--- src/wsrd_pkg.sv ---
// Shared constants, register codes and handshake structs of the silence range detector.
package wsrd_pkg;

    localparam int SAMPLE_BITS_DEF   = 16;
    localparam int WINDOW_BITS_DEF   = 16;
    localparam int POSITION_BITS_DEF = 48;

    localparam int OUT_POS_BITS  = 48;
    localparam int CFG_IDX_BITS  = 3;
    localparam int CFG_DATA_BITS = 48;
    localparam int RUN_LEN_BITS  = 24;
    localparam int THR_BITS      = 16;
    localparam int CHAN_BITS     = 2;

    localparam int OUT_FIFO_DEPTH    = 8;
    localparam int OUT_FIFO_CNT_BITS = $clog2(OUT_FIFO_DEPTH + 1);

    localparam int WIN_LEN_RESET   = 480;
    localparam int MIN_LEN_RESET   = 24000;
    localparam int MERGE_GAP_RESET = 4800;
    localparam int RMS_THR_RESET   = 328;
    localparam int PEAK_THR_RESET  = 1638;
    localparam int CHAN_RESET      = 1;
    localparam int START_POS_RESET = 0;

    typedef enum logic [CFG_IDX_BITS-1:0] {
        CFG_WINDOW_LENGTH  = 3'd0,
        CFG_MIN_SILENCE    = 3'd1,
        CFG_MERGE_GAP      = 3'd2,
        CFG_RMS_THRESHOLD  = 3'd3,
        CFG_PEAK_THRESHOLD = 3'd4,
        CFG_CHANNEL_COUNT  = 3'd5,
        CFG_START_POSITION = 3'd6
    } t_cfg_idx;

    typedef struct packed {
        logic valid;
        logic finish;
    } t_frame_ctl;

    typedef struct packed {
        logic valid;
        logic close;
        logic finish;
    } t_event;

    typedef struct packed {
        logic [OUT_POS_BITS-1:0] range_end;
        logic [OUT_POS_BITS-1:0] range_start;
        logic                    range_valid;
        logic                    last;
    } t_result;

endpackage

--- src/wsrd_out_fifo.sv ---
// Result queue with two write lanes and one read port.
module wsrd_out_fifo
    import wsrd_pkg::*;
(
    input  logic                         i_clk,
    input  logic                         i_rst_n,
    input  logic [1:0]                   i_wr_en,
    input  t_result                      i_wr_data0,
    input  t_result                      i_wr_data1,
    output logic                         o_valid,
    input  logic                         i_ready,
    output t_result                      o_data,
    output logic [OUT_FIFO_CNT_BITS-1:0] o_count
);

    localparam int PTR_BITS = $clog2(OUT_FIFO_DEPTH);

    t_result                      r_mem [OUT_FIFO_DEPTH];
    logic [PTR_BITS-1:0]          r_wr_ptr;
    logic [PTR_BITS-1:0]          r_rd_ptr;
    logic [OUT_FIFO_CNT_BITS-1:0] r_count;

    logic [PTR_BITS-1:0]          wr_ptr1;
    logic [OUT_FIFO_CNT_BITS-1:0] wr_num;
    logic                         rd;

    always_comb begin
        wr_ptr1 = r_wr_ptr + 1'b1;
        wr_num  = OUT_FIFO_CNT_BITS'(i_wr_en[0]) + OUT_FIFO_CNT_BITS'(i_wr_en[1]);
        rd      = o_valid && i_ready;
    end

    always_ff @(posedge i_clk) begin
        if (i_wr_en[0]) begin
            r_mem[r_wr_ptr] <= i_wr_data0;
        end
        if (i_wr_en[1]) begin
            r_mem[wr_ptr1] <= i_wr_data1;
        end
    end

    always_ff @(posedge i_clk) begin
        if (!i_rst_n) begin
            r_wr_ptr <= '0;
            r_rd_ptr <= '0;
            r_count  <= '0;
        end else begin
            r_wr_ptr <= r_wr_ptr + PTR_BITS'(wr_num);
            r_rd_ptr <= r_rd_ptr + PTR_BITS'(rd);
            r_count  <= r_count + wr_num - OUT_FIFO_CNT_BITS'(rd);
        end
    end

    assign o_valid = (r_count != '0);
    assign o_data  = r_mem[r_rd_ptr];
    assign o_count = r_count;

    a_no_overflow: assert property (@(posedge i_clk) disable iff (!i_rst_n)
        (wr_num != '0) |-> ((r_count + wr_num) <= OUT_FIFO_CNT_BITS'(OUT_FIFO_DEPTH)))
        else $error("result queue overflow");

    a_lane_order: assert property (@(posedge i_clk) disable iff (!i_rst_n)
        i_wr_en[1] |-> i_wr_en[0])
        else $error("second write lane used alone");

endmodule
--- config.mk ---
export PLATFORM = sky130hd
export DESIGN_NAME = wsrd_out_fifo
export DESIGN_NICKNAME = d
export VERILOG_FILES = /design/src/wsrd_pkg.sv /design/src/wsrd_out_fifo.sv
export SDC_FILE = /design/constraint.sdc
export NUM_CORES = 1
export LEC_CHECK = 0
export BUFFER_PORTS_ARGS = -buffer_cell sky130_fd_sc_hd__buf_4
export CORE_MARGIN = 4
export CORE_UTILIZATION = 54
export DETAILED_ROUTE_END_ITERATION = 12
export HOLD_SLACK_MARGIN = 0.02
export PLACE_DENSITY = 0.69
export SLEW_MARGIN = 20
export SYNTH_ARGS = -nofsm -noshare
export SYNTH_HDL_FRONTEND = slang
export SYNTH_SLANG_ARGS = --single-unit
--- constraint.sdc ---
create_clock -name i_clk -period 18.6 [get_ports i_clk]
set_clock_uncertainty 0.05 [all_clocks]
set_input_delay 0 -clock i_clk [delete_from_list [all_inputs] [get_ports i_clk]]
set_output_delay 0 -clock i_clk [all_outputs]
set_load 0.01 [all_outputs]
; Word-level counts from Yosys, hierarchy flattened
; Memory sizes are Yosys's and may differ from the RTL's. A register that Yosys moved wholly into a read port is not among the register bits.
; Index checks and enable logic that the tools add are counted.
[totals]
memories = 1
register_bits = 10
mem_bits_rw = 784
[classes]
add_sub_neg = 6
muxes = 5
n_reduce_logical = 2
[mem_list]
columns = memory, words, width, read_ports, rd_clocked_by_memory_dff, wr, line
row1 = r_mem, 8, 98, 1, 1, 2, wsrd_out_fifo.sv:18  ; t_result r_mem [OUT_FIFO_DEPTH];
[ops]
columns = cell, count
row1 = $add 4x2->4, 1
row2 = $mux 1, 4
row3 = $reduce_bool 4->1, 1
row4 = $sub 4x1->4, 1
row5 = $add 3x1->3, 1
row6 = $add 3x1->3 const B, 1
row7 = $add 3x2->3, 1
row8 = $mux 3, 1
row9 = $add 1x1->2, 1
row10 = $logic_and 1x1->1, 1

; Depth between registers and ports, before layout
[depth]
depth_word = 4
ltp_mapped = 10

; Least setup slack after synthesis
; OpenSTA, ideal clock, no wires.
[synth_path]
path_type = register to register
start = register r_wr_ptr[0]
end = memory r_mem[2][0] in the netlist's numbering, enable pin
setup_ns = 0.699
t_arrival_ns = 7.711
stages_incl_launch_ff = 3
path_slack_ns = 10.140
required_ns = 17.851
path_buffers = 1
period_less_slack_ns = 8.460
path_cell_list = dfxtp_1 -> clkbuf_1 -> o31ai_1
[synth_rtl]
columns = element, line
row1 = "start, declared", wsrd_out_fifo.sv:19  ; logic [PTR_BITS-1:0] r_wr_ptr;
row2 = "start signal, assigned", wsrd_out_fifo.sv:48  ; r_wr_ptr <= r_wr_ptr + PTR_BITS'(wr_num);
row3 = "end, declared", wsrd_out_fifo.sv:18

==> results by group <==
Setup path
  – Critical path class: reg -> reg
  – Critical Path RT: 18910 ps
  – Worst-path fanout max: 50
  – CP endpoint kind: flop
  – CP arrival: 5050 ps
  – Reg2Reg Depth: 7
  – Critical path startpoint category: flop

Die
  – Initial cell density of the core: 54.8%
  – Site Rows: 98
  – Die area: 77200 µm²
  – Chip Height: 278 µm
  – I/O pin count: 304
  – Die Wd: 278 µm
  – Core area: 71900 µm²

Placement
  – PortBufs: 303
  – GPL Wtd Cong: 0.744
  – Placed cells: 3235
  – Post-DP HPWL: 53.2 mm
  – Post-Place Setup Slack: 14290 ps

Job
  – Max-Cap Viols: 0

Clocking
  – Clock Latency Late Sink: 610 ps
  – CTS resizes: 0
  – Number of CTS-inserted buffers: 85
  – Clock tree buffer depth: 3
  – # hold bufs at CTS: 299
  – Root Driver: clkbuf_16
  – Postcts setup bufs: 0
  – H-tree depth: 3
  – CTS Sinks: 794
  – CTS tree: yes
  – Clock-pin slew on the worst setup and hold paths: 60 ps

Logic synthesis
  – Syn Area/Cell: 18.9 µm²
  – Number of synthesized flops with an enable pin: 784
  – Post-Syn Nets: 2294
  – YS warnings: 0
  – Synth Cell Area: 39300 µm²
  – #FFs+latches synth: 794
  – Post-Syn Instances: 2082
  – Post-synthesis sequential area ratio: 60.4%
  – Main synth FF type: edfxtp_1
  – Distinct cell type count after synthesis: 40
  – Async set-reset flop share out of synthesis: 0%

Timing
  – Max-slew violations: 0
  – Worst hold slack: 195 ps
  – Final worst setup slack: 13860 ps
  – Rel. slew slack: 20.6%
  – Fin crit period: 4740 ps
  – Final Hold Viols: 0
  – RSZ-0062 raised after global routing: no
  – Max frequency: 211 MHz
  – Final setup viols: 0
  – Final Cycle Share: 25.5%
  – Worst-Margin Slew: 1190 ps
  – Setup TNS: 0 ps

Global route
  – All-Layer GR Usage: 26.2%
  – Gr ovfl total: 0
  – Global routing met3 resource utilization: 4.23%
  – Routing usage on met2: 45.7%
  – Number of global-route vias before repair: 24700
  – Initial antenna violation count: 15
  – Busiest grt layer: met2
  – Met1 Use GR: 34.7%
  – Global-route wire length before repair: 154 mm
  – Largest net degree at the start of global routing: 60

Finish
  – Area occupied by registers: 23800 µm²
  – Area of the multi-input gates: 15000 µm²
  – Share of layout cells above drive strength 1: 56.2%
  – Final core utilization: 67.0%
  – Finished Layout Cells: 3697
  – Layout fillers: 4976
  – Final nets: 2884
  – P&R area growth vs syn: 22.4%

Detailed routing
  – Residual DRC count: 0
  – Vias: 22500
  – Initial DRC Count: 1821
  – Routed len/inst: 27.5 µm
  – Router iterations before antenna repair: 5
  – ANT nets after route: 0
  – Total Wirelength: 102 mm
  – Via density: 6.08

Power
  – Combinational power share: 25.2%
  – Switching power: 1.38 mW
  – Pwr Density: 108 nW/µm²
  – Switching portion of total power: 26.7%
  – Flop pwr share: 44.2%
  – Leak: 16.1 nW
  – Pint: 3.80 mW
  – Clk pwr share: 30.6%
  – Max VDD drop: 0.0860 mV

Hold path
  – Hold depth: 3
  – Min-delay worst type: in -> reg

Run status
  – Status: finished, final reports clean
cell usage after synthesis, types with 5 or more instances:
cell type / number / area share, %
buf_2: 89 / 1.1
clkbuf_1: 30 / 0.29
mux2_1: 13 / 0.37
ha_1: 9 / 0.29
edfxtp_1: 784 / 60
nand2b_1: 5 / 0.080
buf_4: 8 / 0.15
dfxtp_1: 10 / 0.51
inv_1: 7 / 0.067
nand2_1: 7 / 0.067
buf_1: 8 / 0.076
mux4_2: 196 / 11
mux2_2: 869 / 25
and2_1: 7 / 0.11
worst paths after layout:
check,from,end,slack (ps)
min,i_rst_n,o_count[2],190
max,r_wr_ptr[0],r_mem[2][72],13860
min reg2reg,o_count[0],o_count[0],580
max reg2reg,r_wr_ptr[0],r_mem[2][72],13860
cells by family after synthesis:
kind of cell | share of synthesized area (%)
mux | 36.5
fa+ha+maj | 0.388
buf+inv | 1.83
xor+xnor | 0.200
simple gates | 0.573
flops | 60.4
compound gates | 0.143
worst max-delay path, cell delays in order (launching register included):
cell           delay [ps]
dfxtp_1               540
ha_1                  370
xor2_2                550
or2_4                 250
buf_4                 720
buf_4                 920
mux2_2                420
dlygate4sd3_1         560
routing by layer:
layer,vias up,share of wire [%],wire length [µm]
li1,9791,-,-
met1,11900,41,41700
met2,646,51,52200
met3,143,5.4,5470
met4,6,2.2,2240
met5,-,0.039,40
registers in the layout (all words and copies together), names as in the netlist:
signal	cells
r_mem	784
r_rd_ptr	3
o_count	4
r_wr_ptr	3
through the flow:
stage	instance area, µm²	power, mW
floorplan	39300	3.10
finish	48200	5.18
CTS	48100	5.22
global route	48100	5.39
detailed placement	42600	3.57
global placement	42500	3.54
cell type report:
class	count	share of cell area (%)
Multi-Input combinational cell	1142	31.2
Sequential cell	794	49.3
Timing Repair Buffer	642	11.6
Clock buffer	107	4.76
Clock inverter	41	0.535
Antenna cell	14	0.0727
Tap cell	950	2.47
Inverter	7	0.0546
placed cells by master (no fill, tap or decap), types with 2 or more instances in the layout:
cell	count
nor3_4	2
mux4_2	196
nand2b_1	5
dfxtp_4	3
edfxtp_1	784
fa_1	2
o22ai_4	3
and2_1	7
diode_2	14
xnor2_1	2
clkinv_2	12
mux2_1	13
xor2_1	2
inv_1	7
dlygate4sd3_1	299
inv_6	2
dfxtp_1	7
clkbuf_1	18
bufinv_16	3
clkinv_1	24
ha_1	9
mux2_2	869
o21ai_4	2
clkbuf_16	89
nor2_4	3
buf_4	341
or2_4	2
nand2_1	6
mux2i_1	2
power groups by stage:
| stage | clock [mW] | sequential, mW | combinational [mW] |
|---|---|---|---|
| after floorplan | 0 | 2.31 | 0.788 |
| after global placement | 0 | 2.32 | 1.23 |
| after detailed placement | 0 | 2.33 | 1.24 |
| after CTS | 1.61 | 2.29 | 1.31 |
| after global routing | 1.69 | 2.31 | 1.39 |
| final | 1.58 | 2.29 | 1.30 |
No activity file was read; power rests on OpenSTA's default activity.
