File: config.mk
export PLATFORM = sky130hd
export DESIGN_NAME = wsrd_judge
export DESIGN_NICKNAME = d
export VERILOG_FILES = /design/src/wsrd_pkg.sv /design/src/wsrd_judge.sv
export SDC_FILE = /design/constraint.sdc
export NUM_CORES = 2
export LEC_CHECK = 0
export BUFFER_PORTS_ARGS = -buffer_cell sky130_fd_sc_hd__buf_2
export CORE_UTILIZATION = 60
export DETAILED_ROUTE_END_ITERATION = 12
export PLACE_DENSITY = 0.92
export RECOVER_POWER = 50
export SETUP_SLACK_MARGIN = 0.2
export SLEW_MARGIN = 0
export SYNTH_ARGS = -nofsm -noshare
export SYNTH_HDL_FRONTEND = slang
export SYNTH_SLANG_ARGS = --single-unit
File: constraint.sdc
create_clock -name i_clk -period 10.9 [get_ports i_clk]
set_clock_uncertainty 0.1 [all_clocks]
set_input_delay 2.18 -clock i_clk [delete_from_list [all_inputs] [get_ports i_clk]]
set_output_delay 2.18 -clock i_clk [all_outputs]
set_load 0.05 [all_outputs]
File: src/wsrd_pkg.sv
// Shared constants, register codes and handshake structs of the silence range detector.
package wsrd_pkg;

    localparam int SAMPLE_BITS_DEF   = 16;
    localparam int WINDOW_BITS_DEF   = 16;
    localparam int POSITION_BITS_DEF = 48;

    localparam int OUT_POS_BITS  = 48;
    localparam int CFG_IDX_BITS  = 3;
    localparam int CFG_DATA_BITS = 48;
    localparam int RUN_LEN_BITS  = 24;
    localparam int THR_BITS      = 16;
    localparam int CHAN_BITS     = 2;

    localparam int OUT_FIFO_DEPTH    = 8;
    localparam int OUT_FIFO_CNT_BITS = $clog2(OUT_FIFO_DEPTH + 1);

    localparam int WIN_LEN_RESET   = 480;
    localparam int MIN_LEN_RESET   = 24000;
    localparam int MERGE_GAP_RESET = 4800;
    localparam int RMS_THR_RESET   = 328;
    localparam int PEAK_THR_RESET  = 1638;
    localparam int CHAN_RESET      = 1;
    localparam int START_POS_RESET = 0;

    typedef enum logic [CFG_IDX_BITS-1:0] {
        CFG_WINDOW_LENGTH  = 3'd0,
        CFG_MIN_SILENCE    = 3'd1,
        CFG_MERGE_GAP      = 3'd2,
        CFG_RMS_THRESHOLD  = 3'd3,
        CFG_PEAK_THRESHOLD = 3'd4,
        CFG_CHANNEL_COUNT  = 3'd5,
        CFG_START_POSITION = 3'd6
    } t_cfg_idx;

    typedef struct packed {
        logic valid;
        logic finish;
    } t_frame_ctl;

    typedef struct packed {
        logic valid;
        logic close;
        logic finish;
    } t_event;

    typedef struct packed {
        logic [OUT_POS_BITS-1:0] range_end;
        logic [OUT_POS_BITS-1:0] range_start;
        logic                    range_valid;
        logic                    last;
    } t_result;

endpackage

File: src/wsrd_judge.sv
// Window verdict, run tracking, range merging and finish flush.
module wsrd_judge
    import wsrd_pkg::*;
#(
    parameter int SAMPLE_BITS   = SAMPLE_BITS_DEF,
    parameter int WINDOW_BITS   = WINDOW_BITS_DEF,
    parameter int POSITION_BITS = POSITION_BITS_DEF,
    localparam int ENERGY_BITS  = 2 * SAMPLE_BITS + WINDOW_BITS + 1
) (
    input  logic                     i_clk,
    input  logic                     i_rst_n,
    input  t_event                   i_event,
    input  logic [ENERGY_BITS-1:0]   i_energy,
    input  logic [SAMPLE_BITS-1:0]   i_peak,
    input  logic [WINDOW_BITS-1:0]   i_count,
    input  logic [POSITION_BITS-1:0] i_begin,
    input  logic [POSITION_BITS-1:0] i_end,
    input  logic [THR_BITS-1:0]      i_rms_thr,
    input  logic [THR_BITS-1:0]      i_peak_thr,
    input  logic                     i_stereo,
    input  logic [RUN_LEN_BITS-1:0]  i_min_len,
    input  logic [RUN_LEN_BITS-1:0]  i_merge_gap,
    output logic [1:0]               o_wr_en,
    output t_result                  o_res0,
    output t_result                  o_res1,
    output logic [1:0]               o_busy
);

    localparam int PROD_BITS = 2 * THR_BITS + WINDOW_BITS;
    localparam int LIM_BITS  = PROD_BITS + 1;
    localparam int CMP_BITS  = (ENERGY_BITS > LIM_BITS) ? ENERGY_BITS : LIM_BITS;
    localparam int PK_BITS   = (SAMPLE_BITS > THR_BITS) ? SAMPLE_BITS : THR_BITS;

    logic [2*THR_BITS-1:0]    r_rms_sq;
    logic [PROD_BITS-1:0]     prod;
    logic [LIM_BITS-1:0]      limit;

    t_event                   r_ev3;
    logic [ENERGY_BITS-1:0]   r_energy3;
    logic [LIM_BITS-1:0]      r_limit3;
    logic                     r_peak_ok3;
    logic [POSITION_BITS-1:0] r_begin3;
    logic [POSITION_BITS-1:0] r_end3;

    logic                     r_run_active;
    logic [POSITION_BITS-1:0] r_run_begin;
    logic [POSITION_BITS-1:0] r_run_end;
    logic                     r_held_valid;
    logic [POSITION_BITS-1:0] r_held_begin;
    logic [POSITION_BITS-1:0] r_held_end;
    logic                     r_fin_pend;

    logic                     n_run_active;
    logic [POSITION_BITS-1:0] n_run_begin;
    logic [POSITION_BITS-1:0] n_run_end;
    logic                     n_held_valid;
    logic [POSITION_BITS-1:0] n_held_begin;
    logic [POSITION_BITS-1:0] n_held_end;
    logic                     n_fin_pend;

    logic [POSITION_BITS-1:0] run_len;
    logic [POSITION_BITS-1:0] held_gap;
    logic                     run_kept;
    logic                     gap_ok;
    logic                     silent;
    logic                     settle_emit;
    t_result                  held_res;
    t_result                  res_last;

    // stage 3: threshold limit for the closed window
    always_comb begin
        prod  = r_rms_sq * i_count;
        limit = i_stereo ? {prod, 1'b0} : {1'b0, prod};
    end

    always_ff @(posedge i_clk) begin
        r_rms_sq   <= i_rms_thr * i_rms_thr;
        r_energy3  <= i_energy;
        r_limit3   <= limit;
        r_peak_ok3 <= (PK_BITS'(i_peak) <= PK_BITS'(i_peak_thr));
        r_begin3   <= i_begin;
        r_end3     <= i_end;
    end

    // stage 4 (window verdict), and the finish flush in the cycle after
    always_comb begin
        run_len  = r_run_end - r_run_begin;
        held_gap = r_run_begin - r_held_end;
        run_kept = (run_len >= POSITION_BITS'(i_min_len));
        gap_ok   = (held_gap <= POSITION_BITS'(i_merge_gap));
        silent   = (CMP_BITS'(r_energy3) <= CMP_BITS'(r_limit3)) && r_peak_ok3;

        held_res.range_start = OUT_POS_BITS'(r_held_begin);
        held_res.range_end   = OUT_POS_BITS'(r_held_end);
        held_res.range_valid = 1'b1;
        held_res.last        = 1'b0;

        n_run_active = r_run_active;
        n_run_begin  = r_run_begin;
        n_run_end    = r_run_end;
        n_held_valid = r_held_valid;
        n_held_begin = r_held_begin;
        n_held_end   = r_held_end;
        n_fin_pend   = r_fin_pend;
        settle_emit  = 1'b0;
        res_last     = '0;
        o_wr_en      = 2'b00;
        o_res0       = held_res;
        o_res1       = '0;

        if (r_fin_pend) begin
            n_fin_pend = 1'b0;
            if (r_run_active && run_kept) begin
                if (r_held_valid && gap_ok) begin
                    n_held_end = r_run_end;
                end else begin
                    settle_emit  = r_held_valid;
                    n_held_begin = r_run_begin;
                    n_held_end   = r_run_end;
                    n_held_valid = 1'b1;
                end
            end
            n_run_active = 1'b0;

            res_last.last = 1'b1;
            if (n_held_valid) begin
                res_last.range_start = OUT_POS_BITS'(n_held_begin);
                res_last.range_end   = OUT_POS_BITS'(n_held_end);
                res_last.range_valid = 1'b1;
            end
            n_held_valid = 1'b0;

            if (settle_emit) begin
                o_wr_en = 2'b11;
                o_res1  = res_last;
            end else begin
                o_wr_en = 2'b01;
                o_res0  = res_last;
            end
        end else if (r_ev3.valid) begin
            if (r_ev3.close) begin
                if (silent) begin
                    if (r_run_active && (r_run_end == r_begin3)) begin
                        n_run_end = r_end3;
                    end else begin
                        // a kept run cut short replaces the held range quietly
                        if (r_run_active && run_kept) begin
                            n_held_begin = r_run_begin;
                            n_held_end   = r_run_end;
                            n_held_valid = 1'b1;
                        end
                        n_run_begin  = r_begin3;
                        n_run_end    = r_end3;
                        n_run_active = 1'b1;
                    end
                end else if (r_run_active) begin
                    if (run_kept) begin
                        if (r_held_valid && gap_ok) begin
                            n_held_end = r_run_end;
                        end else begin
                            o_wr_en[0]   = r_held_valid;
                            n_held_begin = r_run_begin;
                            n_held_end   = r_run_end;
                            n_held_valid = 1'b1;
                        end
                    end
                    n_run_active = 1'b0;
                end
            end
            if (r_ev3.finish) begin
                n_fin_pend = 1'b1;
            end
        end
    end

    always_ff @(posedge i_clk) begin
        if (!i_rst_n) begin
            r_ev3        <= '0;
            r_run_active <= 1'b0;
            r_held_valid <= 1'b0;
            r_fin_pend   <= 1'b0;
        end else begin
            r_ev3        <= i_event;
            r_run_active <= n_run_active;
            r_held_valid <= n_held_valid;
            r_fin_pend   <= n_fin_pend;
        end
    end

    always_ff @(posedge i_clk) begin
        r_run_begin  <= n_run_begin;
        r_run_end    <= n_run_end;
        r_held_begin <= n_held_begin;
        r_held_end   <= n_held_end;
    end

    assign o_busy = {1'b0, r_ev3.valid} + {1'b0, r_fin_pend};

    a_flush_alone: assert property (@(posedge i_clk) disable iff (!i_rst_n)
        r_fin_pend |-> !r_ev3.valid)
        else $error("window event arrived behind finish");

    a_flush_once: assert property (@(posedge i_clk) disable iff (!i_rst_n)
        r_fin_pend |=> !r_fin_pend)
        else $error("finish flush repeated");

endmodule

=== Yosys cells after proc, flatten, opt, wreduce, memory -nomap -nowiden ===
Cells that the tools add are included.

* Flip-flop bits (word level): 425
* Bits of input ports: 263
* Output and inout bits: 200
* Word-level logic and storage cells: 100

* Add/subtract/negate cells: 3
* Multipliers: 2
* $lt $le $gt $ge: 4
* Equal/unequal tests: 5
* Multiplexer cells: 46
* Bitwise operators: 4
* Reductions and logical operators: 18

{| class="wikitable"
|+ Operator list
! kind !! number
|-
| two-way mux 48 bit || 19
|-
| two-way mux 98 bit || 4
|-
| two-way mux 97 bit || 1
|-
| subtractor 48 bit || 2
|-
| <= comparator 49 bit || 1
|-
| == test 48 bit || 1
|-
| greater-or-equal comparator 48 x 24 -> 1 bit || 1
|-
| <= comparator 48 x 24 -> 1 bit || 1
|-
| multiplier 32 x 16 -> 48 bit || 1
|-
| multiplier 16 x 16 -> 32 bit || 1
|-
| two-way mux 1 bit || 21
|-
| <= comparator 16 bit || 1
|-
| AND reduction 6 bit || 2
|-
| AND reduction 5 bit || 2
|-
| nonzero test 2 bit || 4
|-
| nonzero test 3 bit || 2
|-
| logical AND 1 bit || 4
|-
| inverter 1 bit || 4
|-
| AND reduction 4 bit || 1
|-
| != test 3 x 2 -> 1 bit (second input constant) || 1
|-
| != test 3 bit (second input constant) || 1
|-
| AND reduction 3 bit || 1
|-
| OR reduction 3 bit || 1
|-
| adder 1 x 1 -> 2 bit || 1
|-
| other kinds (4) || 4
|}

=== Longest topological paths before layout ===
* Depth in word-level cells: 10
* Gate-level depth with buffers: 30
* Depth with buffers taken out: 26

=== Least setup slack after synthesis ===
No wires, ideal clock.

* Path kind: input port to flip-flop
* Start: input i_count[7]
* End: register r_limit3[48]
* Setup time: 127 ps
* Arrival: 8730 ps
* Required time: 10673 ps
* Slack: 1943 ps
* Cell stages on the path: 26
* Buffers on the path: 1
* Cells stage by stage: clkbuf_1 > nand2_1 > fa_1 > inv_1 > fa_1 > inv_1 > fa_1 > inv_1 > fa_1 > fa_1 > inv_1 > fa_1 > inv_1 > ha_1 > a21oi_1 > o21ai_0 > a221oi_1 > o21ai_0 > nor2_1 > a311oi_1 > a211oi_1 > o21ai_0 > or4b_2 > a31oi_1 > xor2_1 > nor2_1

* Word-level cells in the longest chain between the ends: 1

{| class="wikitable"
|+ RTL lines
! item !! line !! source
|-
| start, declared || wsrd_judge.sv:15 || <nowiki>input logic [WINDOW_BITS-1:0] i_count,</nowiki>
|-
| multiplier 32 x 16 -> 48 bit || wsrd_judge.sv:72 || <nowiki>prod = r_rms_sq * i_count;</nowiki>
|-
| end signal, assigned || wsrd_judge.sv:79 || <nowiki>r_limit3 <= limit;</nowiki>
|-
| end, declared || wsrd_judge.sv:40 || <nowiki>logic [LIM_BITS-1:0] r_limit3;</nowiki>
|}

No other way between the ends.
A chain may end at the register's enable or synchronous reset.

==> key figures <==
Place
  – PortBufs: around 460
  – Routability cong.: 1.02
  – Detailed Place HPWL: roughly 120000 µm
  – Placed insts: about 6700

Synthesis
  – YS warnings: 0
  – Yosys top cell by area: fa_1
  – Top-area cell type share of the netlist area: between 20% and 30%
  – Cell variety after synth: between 80 and 90
  – Post-synth top flop: dfxtp_1
  – #FFs+latches synth: 424
  – Synth top area cells: fa_1 24%, edfxtp_1 12%, ha_1 11%
  – Mapped Cells: 5409
  – Async set-reset flop share out of synthesis: 0%
  – Share of the yosys chip area belonging to registers: between 20% and 30%
  – Post-synth EDFFs: between 150 and 200
  – Synth Cell Area: between 40000 and 50000 µm²
  – Syn_area_per_cell: approximately 9 µm²

Job
  – Max-cap violations: 7

Clock tree
  – CTS tree: yes
  – Deepest clock path buffer count: 3
  – Worst-skew pair later-pin latency: 0.65 ns
  – Clock transition at path regs: approximately 0.07 ns
  – Clock sink count: roughly 420
  – CTS buffer count: 46
  – Root Buffer: clkbuf_16
  – H-tree levels: 2

Critical path
  – Highest net fanout along the worst path: 42
  – Worst path top cell family by delay: simple AND/OR/NAND/NOR gates
  – Crit path cell chain: inv_1 -> ha_1 -> nand2_1 -> or3_1 -> o21ai_2 -> a21oi_1 -> o21ai_0 -> xor2_1 -> ha_1 -> nand4_1 -> nor2_1 -> a22o_1 -> or4_1 -> nor4_1 -> o2111ai_1 -> a2111o_1 -> nor4_1 -> nand4_1 -> o41ai_4 -> clkbuf_16 -> nor3_2 -> buf_4 -> and2_1 -> buf_2
  – CP bufs+invs: 4
  – Critical setup path kind: reg2out
  – Critical Path Sink Type: output pin
  – Crit-path max cell delay: approximately 0.62 ns
  – Slowest cell on crit path: edfxtp_1
  – Critical Path RT: roughly 8.6 ns
  – Critical Path AT: ~8.1 ns
  – Crit start category: flip-flop

Floorplan
  – DIE AREA: 82100 µm²
  – CORE AREA: 79500 µm²
  – Initial Utilization: approximately three fifths
  – Site Rows: around 100
  – DIE HEIGHT: between 200 and 300 µm
  – Count of boundary I/O pins: approximately 460
  – Die X: between 200 and 300 µm

Final layout
  – Commonest cells after routing, fill and taps aside: 926 x inv_1, 690 x nand2_1, 576 x fa_1
  – Post-layout util: roughly 67%
  – Area Overhead vs Synth: 9.27%
  – Share of cells above drive strength 1: between 10% and 20%
  – Post-Layout Cell Count: about 6800
  – Commonest non-fill, non-tap cell in the layout: inv_1
  – NumNets Final: ~7000

Drt
  – Via count: 42453
  – Antenna viol nets, final: 0
  – Routed len/inst: approximately 23 µm
  – Number of detailed-route iterations in the first pass: 6
  – DRT Wirelength: 156000 µm
  – Initial DRC count: 4874
  – DRC: 0
  – Via-to-Cell Ratio: roughly 6.2

Global route
  – Initial antenna violation count: 22
  – Vias in the first global route: 43151
  – Congestion Overflow GR: 0
  – GR Util All Layers: between 30% and 40%
  – First-pass GRT wire length: around 240000 µm
  – Largest net degree at the start of global routing: 120

Timing
  – RSZ-0062 raised after global routing: no
  – Fin crit share: 95.6%
  – Max Clock Freq: 0.0960 GHz
  – Period minus WS final: between 10 and 15 ns
  – Final setup fails: 0
  – Final max-slew violation count: approximately 270
  – Slew @ Worst Pin: 3.61 ns
  – Final Hold Fails: 0
  – Slew Limit Headroom: -141%
  – Fin Setup TNS: 0 ns

Run status
  – Failing checks: max-capacitance violations, max-slew violations
  – Status: finished, violations left

Worst hold path
  – Hold crit path type: reg2reg
==> metrics by stage <==
stage | area, µm² | setup WS (ns) | hold slack (ns)
floorplan | 48600 | 1.94 | 0.286
global placement | 51500 | 0.900 | 0.286
detailed placement | 51500 | 0.756 | 0.289
CTS | 53100 | 0.497 | 0.301
global route | 53100 | 0.293 | 0.303
finish | 53100 | 0.482 | 0.305
==> cell usage after synthesis (8+ instances only) <==
library cell,number
inv_1,926
nand2_1,690
fa_1,576
ha_1,432
and2_1,312
dfxtp_1,232
clkbuf_1,219
a21oi_1,209
nor2_1,193
edfxtp_1,192
o21ai_0,120
nand3_1,100
xor2_1,100
xnor2_1,93
a21o_1,87
nor4_1,75
mux2_2,70
mux2i_1,64
or3_1,62
nand4_1,60
o31ai_1,60
o22ai_1,51
nor3_1,43
mux2_1,39
nand2b_1,35
o21a_1,34
o211ai_1,30
and3_1,27
a211oi_1,23
nor2b_1,22
o21bai_1,22
buf_2,18
a31oi_1,13
or2_2,13
a211o_1,10
and4_1,10
or4_1,9
a2111oi_0,8
==> layout make-up <==
cell class | count | area (µm²)
inverter | 928 | 3480
timing repair buffer | 498 | 2570
clock buffer | 65 | 1330
fill | 5716 | 26400
multi-input combinational | 3811 | 33700
tap | 1050 | 1310
clock inverter | 21 | 263
antenna | 8 | 20.0
sequential | 424 | 10400
==> path summary, 6_finish.rpt <==
| check | from | end | slack (ns) | cells past startpoint |
|---|---|---|---|---|
| hold / removal | r_end3[4] | r_run_end[4] | 0.31 | 0 |
| setup / recovery | r_run_begin[12] | o_res1[60] | 0.48 | 24 |
| hold reg to reg | r_end3[4] | r_run_end[4] | 0.31 | 0 |
| setup reg to reg | r_run_begin[12] | r_held_end[42] | 1.22 | 23 |
==> what timing repair did <==
item,4_1_cts,5_1_grt
setup buffers,0,2
endpoints found under the setup margin,0,76
resized for setup,0,4
hold buffers,0,0
==> per-layer routing <==
layer | track usage, % | wire length (µm)
met4 | 22.4 | 11200
met1 | 45.9 | 55300
met2 | 58.8 | 69200
met5 | 0 | 204
met3 | 10.7 | 20400
==> registers in the layout, indices dropped and copies added (netlist names) <==
| register | flops |
|---|---|
| r_begin3 | 48 |
| r_end3 | 48 |
| r_energy3 | 49 |
| r_ev3 | 3 |
| r_fin_pend | 1 |
| r_held_begin | 48 |
| r_held_end | 48 |
| r_held_valid | 1 |
| r_limit3 | 49 |
| r_peak_ok3 | 1 |
| r_rms_sq | 31 |
| r_run_active | 1 |
| r_run_begin | 48 |
| r_run_end | 48 |
==> cells by family after synthesis <==
kind of cell / Yosys count / share of synthesized area (%)
simple gates: 1671 / 16.8
buf+inv: 1180 / 9.41
flops: 424 / 21.4
fa+ha+maj: 1008 / 34.9
compound gates: 758 / 10.2
xor+xnor: 193 / 3.48
mux: 173 / 3.84
other cells: 2 / 0.0155
==> worst register-to-register path, stage by stage, from the launching register on <==
cell and delay, ns:
edfxtp_1 0.62, inv_1 0.29, ha_1 0.49, nand2_1 0.13, or3_1 0.33, o21ai_2 0.29, a21oi_1 0.18, o21ai_0 0.34
xor2_1 0.17, ha_1 0.33, nand4_1 0.25, nor4_1 0.62, nand2_1 0.25, o21ai_0 0.14, a311oi_1 0.08, o2111ai_1 0.14
a2111o_1 0.12, nor4_1 0.06, nand4_1 0.16, o41ai_4 0.10, buf_4 0.21, buf_6 0.27, a221oi_1 2.80, buf_4 0.77
Power is not shown: default switching activity piles up to over one toggle a cycle in this logic, so the estimate is an artifact.
