$ cat src/wsrd_pkg.sv
// Shared constants, register codes and handshake structs of the silence range detector.
package wsrd_pkg;

    localparam int SAMPLE_BITS_DEF   = 16;
    localparam int WINDOW_BITS_DEF   = 16;
    localparam int POSITION_BITS_DEF = 48;

    localparam int OUT_POS_BITS  = 48;
    localparam int CFG_IDX_BITS  = 3;
    localparam int CFG_DATA_BITS = 48;
    localparam int RUN_LEN_BITS  = 24;
    localparam int THR_BITS      = 16;
    localparam int CHAN_BITS     = 2;

    localparam int OUT_FIFO_DEPTH    = 8;
    localparam int OUT_FIFO_CNT_BITS = $clog2(OUT_FIFO_DEPTH + 1);

    localparam int WIN_LEN_RESET   = 480;
    localparam int MIN_LEN_RESET   = 24000;
    localparam int MERGE_GAP_RESET = 4800;
    localparam int RMS_THR_RESET   = 328;
    localparam int PEAK_THR_RESET  = 1638;
    localparam int CHAN_RESET      = 1;
    localparam int START_POS_RESET = 0;

    typedef enum logic [CFG_IDX_BITS-1:0] {
        CFG_WINDOW_LENGTH  = 3'd0,
        CFG_MIN_SILENCE    = 3'd1,
        CFG_MERGE_GAP      = 3'd2,
        CFG_RMS_THRESHOLD  = 3'd3,
        CFG_PEAK_THRESHOLD = 3'd4,
        CFG_CHANNEL_COUNT  = 3'd5,
        CFG_START_POSITION = 3'd6
    } t_cfg_idx;

    typedef struct packed {
        logic valid;
        logic finish;
    } t_frame_ctl;

    typedef struct packed {
        logic valid;
        logic close;
        logic finish;
    } t_event;

    typedef struct packed {
        logic [OUT_POS_BITS-1:0] range_end;
        logic [OUT_POS_BITS-1:0] range_start;
        logic                    range_valid;
        logic                    last;
    } t_result;

endpackage

$ cat src/wsrd_front.sv
// Input register and per-frame magnitude and square stage.
module wsrd_front
    import wsrd_pkg::*;
#(
    parameter int SAMPLE_BITS = SAMPLE_BITS_DEF
) (
    input  logic                          i_clk,
    input  logic                          i_rst_n,
    input  logic                          i_take,
    input  logic                          i_command,
    input  logic signed [SAMPLE_BITS-1:0] i_left,
    input  logic signed [SAMPLE_BITS-1:0] i_right,
    input  logic                          i_stereo,
    output t_frame_ctl                    o_frame,
    output logic [2*SAMPLE_BITS:0]        o_energy,
    output logic [SAMPLE_BITS-1:0]        o_mag,
    output logic [1:0]                    o_busy
);

    function automatic logic [SAMPLE_BITS-1:0] magnitude(input logic [SAMPLE_BITS-1:0] v);
        return v[SAMPLE_BITS-1] ? (~v + 1'b1) : v;
    endfunction

    logic                          r_v0;
    logic                          r_cmd0;
    logic signed [SAMPLE_BITS-1:0] r_left0;
    logic signed [SAMPLE_BITS-1:0] r_right0;

    t_frame_ctl                    r_frame1;
    logic [2*SAMPLE_BITS:0]        r_sq1;
    logic [SAMPLE_BITS-1:0]        r_mag1;

    logic [SAMPLE_BITS-1:0]        mag_l;
    logic [SAMPLE_BITS-1:0]        mag_r;
    logic [2*SAMPLE_BITS-1:0]      sq_l;
    logic [2*SAMPLE_BITS-1:0]      sq_r;
    logic [2*SAMPLE_BITS:0]        n_sq;
    logic [SAMPLE_BITS-1:0]        n_mag;

    always_comb begin
        mag_l = magnitude($unsigned(r_left0));
        mag_r = magnitude($unsigned(r_right0));
        sq_l  = mag_l * mag_l;
        sq_r  = mag_r * mag_r;
        // right channel counts only in stereo
        n_sq  = {1'b0, sq_l} + (i_stereo ? {1'b0, sq_r} : '0);
        n_mag = (i_stereo && (mag_r > mag_l)) ? mag_r : mag_l;
    end

    always_ff @(posedge i_clk) begin
        if (!i_rst_n) begin
            r_v0     <= 1'b0;
            r_frame1 <= '0;
        end else begin
            r_v0            <= i_take;
            r_frame1.valid  <= r_v0;
            r_frame1.finish <= r_cmd0;
        end
    end

    always_ff @(posedge i_clk) begin
        if (i_take) begin
            r_cmd0   <= i_command;
            r_left0  <= i_left;
            r_right0 <= i_right;
        end
        r_sq1  <= n_sq;
        r_mag1 <= n_mag;
    end

    assign o_frame  = r_frame1;
    assign o_energy = r_sq1;
    assign o_mag    = r_mag1;
    assign o_busy   = {1'b0, r_v0} + {1'b0, r_frame1.valid};

endmodule

$ cat config.mk
export PLATFORM = sky130hd
export DESIGN_NAME = wsrd_front
export DESIGN_NICKNAME = d
export VERILOG_FILES = /design/src/wsrd_pkg.sv /design/src/wsrd_front.sv
export SDC_FILE = /design/constraint.sdc
export NUM_CORES = 1
export LEC_CHECK = 0
export BUFFER_PORTS_ARGS = -buffer_cell sky130_fd_sc_hd__buf_4
export CAP_MARGIN = 20
export CORE_ASPECT_RATIO = 1.5
export CORE_MARGIN = 8
export CORE_UTILIZATION = 65
export DETAILED_ROUTE_END_ITERATION = 8
export PLACE_DENSITY = 0.91
export SYNTH_ARGS = -nofsm -noshare
export SYNTH_HDL_FRONTEND = slang
export SYNTH_SLANG_ARGS = --single-unit
$ cat constraint.sdc
create_clock -name i_clk -period 20.5 [get_ports i_clk]
set_input_delay 4.1 -clock i_clk [delete_from_list [all_inputs] [get_ports i_clk]]
set_output_delay 4.1 -clock i_clk [all_outputs]
set_load 0.01 [all_outputs]
[Word level (Yosys, flattened, before mapping)]
Index checks and enable logic that the tools add are counted.
Word-level totals
  register bits after elaboration: 85
  input bits: 37
  output and inout bits: 53
  logic and storage cells: 22
Cells by class
  add/sub/neg operators: 4
  multiply operators: 2
  $lt $le $gt $ge: 1
  muxes and demuxes: 4
  bitwise operators: 2
  reductions and logical operators: 1
Operators by type and width (count)
  $mul 16x16->32: 2
  $mux 16: 3
  $add 32x32->33: 1
  $add 16x1->16 const B: 2
  $mux 32: 1
  $not 16->16: 2
  $gt 16x16->1: 1
  $add 1x1->2: 1
  $logic_and 1x1->1: 1

[Logic depth before layout (Yosys ltp)]
Gate-level depths: netlist of run 1.
  depth after elaboration: 6
  depth in mapped cells: 45
  depth with buffers taken out: 43

[Least setup slack after synthesis of run 1]
Ideal clock, no wire load.
  path type: register to register
  from: register r_right0[0]
  to: register r_sq1[29], in the netlist o_energy[29]
  library setup time: 0.131 ns
  data arrival time: 11.128 ns
  required time: 20.369 ns
  path slack: 9.241 ns
  cell stages (with the launch flop): 43
  buffers on the path: 1
  period minus slack after synthesis: 11.259 ns
  cell sequence: edfxtp_1 clkinv_1 clkbuf_1 ha_1 or3b_4 or4_4 o21ai_1 xor2_2 inv_2 nand2_1 inv_1 fa_1 inv_1 fa_1 inv_1 fa_1 inv_1 fa_1 [7 not listed] o22a_1 nor2b_1 a21boi_0 or2_2 xor2_1 nand2_1 fa_1 fa_1 fa_1 fa_1 inv_1 ha_1 a21oi_1 a21boi_0 a311oi_1 o41ai_2 o31ai_1 xor2_1
On the way
  longest elaborated chain between the ends: 6
RTL lines
  from (decl): RTL line wsrd_front.sv:27  | logic signed [SAMPLE_BITS-1:0] r_right0;
  from (signal assigned): RTL line wsrd_front.sv:65  | r_right0 <= i_right;
  $not 16->16: RTL line wsrd_front.sv:21  | return v[SAMPLE_BITS-1] ? (~v + 1'b1) : v;
  $add 16x1->16: RTL line wsrd_front.sv:21
  $mux 16 *: RTL line wsrd_front.sv:21
  $mul 16x16->32 *: RTL line wsrd_front.sv:44  | sq_r = mag_r * mag_r;
  $mux 32 *: RTL line wsrd_front.sv:46  | n_sq = {1'b0, sq_l} + (i_stereo ? {1'b0, sq_r} : '0);
  $add 32x32->33 *: RTL line wsrd_front.sv:46
  net n_sq[29]: RTL line wsrd_front.sv:37  | logic [2*SAMPLE_BITS:0] n_sq;
  to (signal assigned): RTL line wsrd_front.sv:67  | r_sq1 <= n_sq;
  to (decl): RTL line wsrd_front.sv:30  | logic [2*SAMPLE_BITS:0] r_sq1;
Mark *: on every way through the listed nets, which the timed path passes. The rest lies on a longest branch.
A chain may end at the register's enable or synchronous reset.

[Worst setup path in the final report of run 1]
Ends and elaborated chain as after synthesis.

==> results of run 1 <==
-- flip-flops by register name (all words and copies together), names as in the netlist --
signal / cells
o_frame: 2
r_cmd0: 1
r_right0: 16
r_v0: 1
o_energy: 33
r_left0: 16
o_mag: 16
-- routing by layer --
layer / part of all wire / track usage
met3: 0.083 / 0.0726
met1: 0.32 / 0.296
met5: 0 / 0
met4: 0.085 / 0.243
met2: 0.51 / 0.527
-- area by class of cell --
cell class	count	area, sq um	area share
well taps	346	433	0.0218
clock buffers	9	225	0.0113
flip-flops and latches	85	2030	0.102
multi-input cells	1367	14300	0.721
clock inverters	7	47.5	0.00239
repair buffers	112	841	0.0423
inverters	523	1960	0.0989
-- synthesized netlist by cell type, drive strengths merged, types with 5 or more instances --
cell      n  area (sq um)
inv     513          1930
fa      356          7130
ha      211          2640
nor2    169           642
nand2   167           634
a21oi    52           264
dfxtp    52          1040
xnor2    51           447
o21ai    47           235
a21o     33           248
clkbuf   33           124
edfxtp   33           991
xor2     32           318
nand3    22           110
and2     18           113
mux2i    17           170
nand2b   12          75.1
nand4    12          75.1
o31ai    12          95.1
nor3     11          55.1
a211oi   10          80.1
clkinv   10          37.5
nor2b    10          62.6
buf       8          37.5
nand3b    8          60.1
o21a      8          60.1
a21boi    6          45.0
a31oi     6          37.5
and3      6          37.5
o41ai     6          93.9
or3       6          37.5
o21bai    5          37.5
-- metrics by stage --
stage                     worst slack, ps  instances  utilization  cell area (sq um)
after floorplan                      9240       2016            -              18500
after global placement               8510       2432        0.702              19600
after detailed placement             8220       2432        0.702              19600
after CTS                            8180       2448        0.712              19800
after global routing                 7470       2449        0.712              19900
final                                7960       2449        0.712              19900
-- cell usage in the layout, fill, tap and decap left out, types with 9 or more instances in the layout --
master and n:
a211oi_1 9, a21o_1 33, a21oi_1 50, and2_1 18, buf_4 112, clkbuf_16 9
clkinv_1 12, conb_1 23, dfxtp_1 52, edfxtp_1 33, fa_1 356, ha_1 211
inv_1 503, inv_2 10, mux2i_1 17, nand2_1 166, nand2b_1 12, nand3_1 22
nand4_1 12, nor2_1 168, nor2b_1 10, nor3_1 11, o21ai_0 41, o31ai_1 11
xnor2_1 51, xor2_1 27
-- cell families (layout without fill, tap and decap cells) --
kind of cell / after synthesis / after routing / synth area share
xor+xnor: 83 / 83 / 0.0416
other cells: 2 / 23 / 0.000408
compound gates: 215 / 215 / 0.0793
fa+ha+maj: 567 / 567 / 0.531
flops: 85 / 85 / 0.110
mux: 17 / 17 / 0.00925
buf+inv: 564 / 651 / 0.116
simple gates: 462 / 462 / 0.112
-- path summary, 6_finish.rpt --
path / depth (start not counted) / slack [ps] / to
worst max-delay path: 41 / 7960 / o_energy[29]
worst min register to register: 1 / 460 / o_frame[0]
worst max register to register: 41 / 7960 / o_energy[29]
worst min-delay path: 1 / 460 / o_frame[0]
-- critical path, delay by kind of cell (launching register included) --
family | cells | cell delay [ps]
simple gates | 6 | 1650
fa+ha+maj | 13 | 6030
flops | 1 | 480
compound gates | 9 | 2350
buf+inv | 10 | 1010
xor+xnor | 3 | 870
==> impl_metrics.ini, run 1 <==
[cts]
cts_made_buffers = 9
path_clk_slew_ps = 70
clkSinkCount = 85
clkLatencyLatePin_ps = 380
cts_tree = built
htreeDepth = 3
cts-root-buf = clkbuf_16
cts_hold_repair.buffers = 0
cts_resized = 0
post-cts-setup-buffers = 0
clk_path_buf_depth = 2

[min_path]
hp-start = r_cmd0
min_path_type = reg2reg

[finish]
fillers = 1951
drive_gt1_frac = 0.0751
diodes = 0
area_growth_pct = 7.98
nets = 2702

[timing]
rsz0062_at_grt = false
holdWs_ps = 463
finalCriticalPeriod_ps = 12540
max_freq_ghz = 0.0798
report.final.setup_viol = 0
fin_skew_ps = 9.05
period_share = 0.612
tightestPinTransition_ps = 941
hold_violations = 0
slew_headroom = 0.370
drv_slew = 0
fin_setup_tns_ps = 0

[logic_synthesis]
ys.flop_type = dfxtp_1
async_flop_share = 0
syn-instance-count = 1995
synth_edf_count = 33
yosys.cell_types.count = 70
avgSynthCellArea_sq_um = 9.22
synth_seq_cells = 85
yosys_warnings = 0
ys_seq_area_frac = 0.110
syn_area_sq_mm = 0.0184

[global_routing]
overflow = 0
grt_max_degree = 37
grt_pass1_wl_um = 79500
grt_pass1_vias = 16200
grtUsageTotal = 0.300
antenna_found_initial = 0

[critical_path]
critPathLaunchType = flop
crit_slowest_cell = fa_1
required_ps = 20760
worstPathMaxFanout = 19
startpoint = r_right0[0]
cp_common_cell = fa_1
end_kind = flop
crit_type = reg2reg
critPathArrivalTime_ps = 12790
rr_startpoint = r_right0[0]
max_stage_delay_ps = 620

[detailed_routing]
post_drt_wl_per_cell_um = 20.1
vias_per_cell = 5.94
num_vias = 14500
drtIter0Drc = 966
dr.pass1.iters = 7
drt_wl_total_um = 49300
ant_nets = 0
drcViolationCount = 0

[die]
fp.dieH_um = 222
fp.dieW_um = 153
row_count = 75
core_sq_mm = 0.0279
die-area_sq_mm = 0.0340
start_util = 0.660
num_io_pins = 90

[flow_run]
cap_violations = 0

[place]
gp_congestion = 0.991
hpwl_um = 40400
io_buffers = 89

[run_status]
status = completed
Power of run 1 is left out: the tool's default activity adds up to more than one toggle a clock period on the data nets, which glitch-free logic cannot reach.
==> run 2: changes to the inputs <==
Clock period 20.5 ns to 12.5 ns, I/O delays scaled along.
==> run 2 against run 1 <==
Effect of this change: clock skew grew 5.1 ps; worst setup slack got worse by 7200 ps; sequential share of layout area decreased by 0.054 points; first-iteration DRC count grew 20%; non-clock buffer count rose by 4; register-to-register slack got worse by 7200 ps; routed wire length rose by 0.80%; die area did not move; count of clock-buffer cells in the layout up 1; cell area up 0.53%.
==> impl_metrics.ini, run 2 (synthesized netlist as in run 1, its figures left out) <==
[run_status]
status = completed

[critical_path]
crit_slowest_cell = fa_1
max_stage_delay_ps = 570
crit_type = reg2reg
reg2reg_depth = 40
critPathArrivalTime_ps = 12040
required_ps = 12820
end_kind = flop
r2r_setup_slack_ps = 780
cp_common_cell = fa_1
critPathLaunchType = flop
worstPathMaxFanout = 10

[finish]
layout.cells.most_common = inv_1
fillers = 1970
layout_common_cells = inv_1 (503), fa_1 (356), ha_1 (211), nor2_1 (168), nand2_1 (166)
nets = 2706
drive_gt1_frac = 0.0778
largest_reg_flops = 33
area_growth_pct = 8.55
diodes = 0
final_cell_area_sq_mm = 0.0200

[timing]
hold_violations = 0
holdWs_ps = 463
period_share = 0.938
slew_headroom = 0.426
fin_skew_ps = 14.1
rsz0062_at_grt = false
drv_slew = 0
fin_setup_tns_ps = 0
finalCriticalPeriod_ps = 11720
report.final.setup_viol = 0
tightestPinTransition_ps = 858
max_freq_ghz = 0.0853

[detailed_routing]
ant_nets = 0
num_vias = 14700
drt_wl_total_um = 49700
dr.pass1.iters = 6
drtIter0Drc = 1156
drcViolationCount = 0
post_drt_wl_per_cell_um = 20.3
vias_per_cell = 5.99

[cts]
cts-root-buf = clkbuf_16
clkLatencyLatePin_ps = 390
cts_tree = built
post-cts-setup-buffers = 0
clkSinkCount = 85
clk_path_buf_depth = 2
cts_made_buffers = 9
htreeDepth = 3
cts_hold_repair.buffers = 0
path_clk_slew_ps = 70
cts_resized = 0

[place]
hpwl_um = 40700
io_buffers = 89
postPlaceCellArea_sq_mm = 0.0196
gp_congestion = 0.984

[global_routing]
antenna_found_initial = 1
overflow = 0
grt_max_degree = 37
grt_pass1_vias = 16100
grtUsageTotal = 0.298
grt_pass1_wl_um = 79200

[min_path]
min_path_type = reg2reg
hold_depth = 1

[die]
core_sq_mm = 0.0279
num_io_pins = 90
die-area_sq_mm = 0.0340
fp.dieH_um = 222
fp.dieW_um = 153
start_util = 0.660
row_count = 75

[flow_run]
cap_violations = 0
==> run 2: stage by stage <==
| step | std cells | setup slack (ps) | utilization |
|---|---|---|---|
| after floorplan | 2016 | 1240 | - |
| after global placement | 2436 | 1160 | 0.703 |
| after detailed placement | 2436 | 908 | 0.703 |
| after CTS | 2452 | 890 | 0.716 |
| after global routing | 2453 | 66.5 | 0.716 |
| final | 2453 | 777 | 0.716 |
==> run 2: cell type report <==
| type | count | area, sq um | share of cell area |
|---|---|---|---|
| flip-flops and latches | 85 | 2030 | 0.102 |
| well taps | 346 | 433 | 0.0217 |
| inverters | 523 | 1960 | 0.0983 |
| repair buffers | 116 | 871 | 0.0436 |
| clock inverters | 6 | 97.6 | 0.00489 |
| multi-input cells | 1367 | 14300 | 0.717 |
| clock buffers | 10 | 250 | 0.0125 |
==> run 2: path summary, 6_finish.rpt <==
path | startpoint | endpoint
max | r_right0[0] | o_energy[29]
min | r_cmd0 | o_frame[0]
max reg2reg | r_right0[0] | o_energy[29]
min reg2reg | r_cmd0 | o_frame[0]
==> run 2: worst max-delay path, delay by kind of cell (launching register included) <==
family | cells | cell delay, ps
xor+xnor | 2 | 540
buf+inv | 8 | 640
simple gates | 9 | 2040
flops | 1 | 490
fa+ha+maj | 13 | 5990
compound gates | 8 | 1920
==> run 2: routing by layer <==
metal	GRT usage	wire length, um	vias to the layer above
li1	-	-	6324
met1	0.298	15800	7261
met2	0.536	25800	804
met3	0.0615	4140	309
met4	0.225	3970	2
met5	0	15	-
Power of run 2 is left out for the same reason.
==> run 3: changes to the inputs <==
--- a/config.mk
+++ b/config.mk
@@ -13,4 +13,5 @@
 export DETAILED_ROUTE_END_ITERATION = 8
 export PLACE_DENSITY = 0.91
+export SETUP_SLACK_MARGIN = 0.05
 export SYNTH_ARGS = -nofsm -noshare
 export SYNTH_HDL_FRONTEND = slang
==> constraint.sdc (replaced) <==
create_clock -name i_clk -period 14.88 [get_ports i_clk]
set_input_delay 1.488 -clock i_clk [delete_from_list [all_inputs] [get_ports i_clk]]
set_output_delay 1.488 -clock i_clk [all_outputs]
set_load 0.01 [all_outputs]
==> run 3 against run 2 <==
Effect of this change: sequential share of layout area hardly changed; cell area is 0.31% lower; critical path type unchanged; via count decreased by 1.1%.
==> impl_metrics.ini, run 3 (synthesized netlist as in run 1, its figures left out) <==
[timing]
hold_violations = 0
finalCriticalPeriod_ps = 12480
rsz0062_at_grt = false
period_share = 0.839
report.final.setup_viol = 0
fin_skew_ps = 13.0
max_freq_ghz = 0.0801
slew_headroom = 0.206
fin_setup_tns_ps = 0
tightestPinTransition_ps = 1180
drv_slew = 0

[critical_path]
crit_type = reg2reg
crit_slowest_cell = fa_1
cp_top_family = adder cells
critPathArrivalTime_ps = 12750
worstPathMaxFanout = 19
cp_common_cell = fa_1
end_kind = flop
critPathLaunchType = flop
max_stage_delay_ps = 620
required_ps = 15150
cp_num_buf_inv = 10

[die]
die-area_sq_mm = 0.0340
fp.dieW_um = 153
row_count = 75
core_sq_mm = 0.0279
start_util = 0.660
num_io_pins = 90
fp.dieH_um = 222

[place]
hpwl_um = 40100
postPlaceCellArea_sq_mm = 0.0196
io_buffers = 89
gp_congestion = 0.991

[cts]
cts_tree = built
cts_made_buffers = 9
htreeDepth = 3
cts-root-buf = clkbuf_16
clkSinkCount = 85
cts_hold_repair.buffers = 0
cts_resized = 0
clk_path_buf_depth = 2
path_clk_slew_ps = 70
clkLatencyLatePin_ps = 390
post-cts-setup-buffers = 0

[detailed_routing]
drcViolationCount = 0
drt_wl_total_um = 49300
vias_per_cell = 5.94
ant_nets = 0
post_drt_wl_per_cell_um = 20.1
dr.pass1.iters = 6
drtIter0Drc = 1093
num_vias = 14500

[min_path]
min_path_type = reg2reg

[run_status]
status = completed

[global_routing]
overflow = 0
grt_max_degree = 37
grt_pass1_vias = 16200
grtUsageTotal = 0.296
antenna_found_initial = 1
grt_pass1_wl_um = 78800

[flow_run]
cap_violations = 0

[finish]
diodes = 0
final_cell_area_sq_mm = 0.0199
layout.cells.most_common = inv_1
drive_gt1_frac = 0.0756
area_growth_pct = 8.21
layout_common_cells = inv_1 (503), fa_1 (356), ha_1 (211), nor2_1 (168), nand2_1 (166)
largest_reg_flops = 33
nets = 2701
[run 3: changes by cell type in the layout (fill, tap and decap cells not counted), sizes merged]
cell and delta:
buf -5, clkinv +1, bufinv -1
[run 3: path summary, 6_finish.rpt]
check | cells past startpoint | slack, ps | to | start
hold reg to reg | 1 | 460 | o_frame[0] | r_cmd0
setup reg to reg | 41 | 2400 | o_energy[31] | r_right0[0]
hold / removal | 1 | 460 | o_frame[0] | r_cmd0
setup / recovery | 41 | 2400 | o_energy[31] | r_right0[0]
[run 3: worst register-to-register path, delay by kind of cell, from the launching register on]
kind / cells / cell delay, ps
AO/OA/AOI/OAI: 9 / 2340
AND/OR/NAND/NOR: 6 / 1710
XOR/XNOR: 3 / 810
flip-flops: 1 / 480
adder cells (fa/ha/maj): 13 / 6030
buffers and inverters: 10 / 1010
[run 3: cell type report]
class | instances | area, sq um
tap | 346 | 433
timing repair buffer | 111 | 833
fill | 1892 | 7970
inverter | 523 | 1960
sequential | 85 | 2030
clock inverter | 6 | 72.6
clock buffer | 10 | 250
multi-input combinational | 1367 | 14300
[run 3: metrics by stage]
step	setup WS (ps)	std cells	utilization	hold slack (ps)
after floorplan	3620	2016	-	426
after global placement	2890	2432	0.702	431
after detailed placement	2650	2432	0.702	446
after CTS	2510	2448	0.714	461
after global routing	1760	2448	0.714	473
final	2400	2448	0.714	457
[run 3: metal layers]
layer / up-vias / part of all wire / GRT usage
met1: 7070 / 0.32 / 0.296
met2: 852 / 0.51 / 0.522
met5: - / 0.00028 / 0
met4: 2 / 0.084 / 0.241
met3: 300 / 0.086 / 0.0661
li1: 6311 / - / -
Power of run 3 is left out for the same reason.
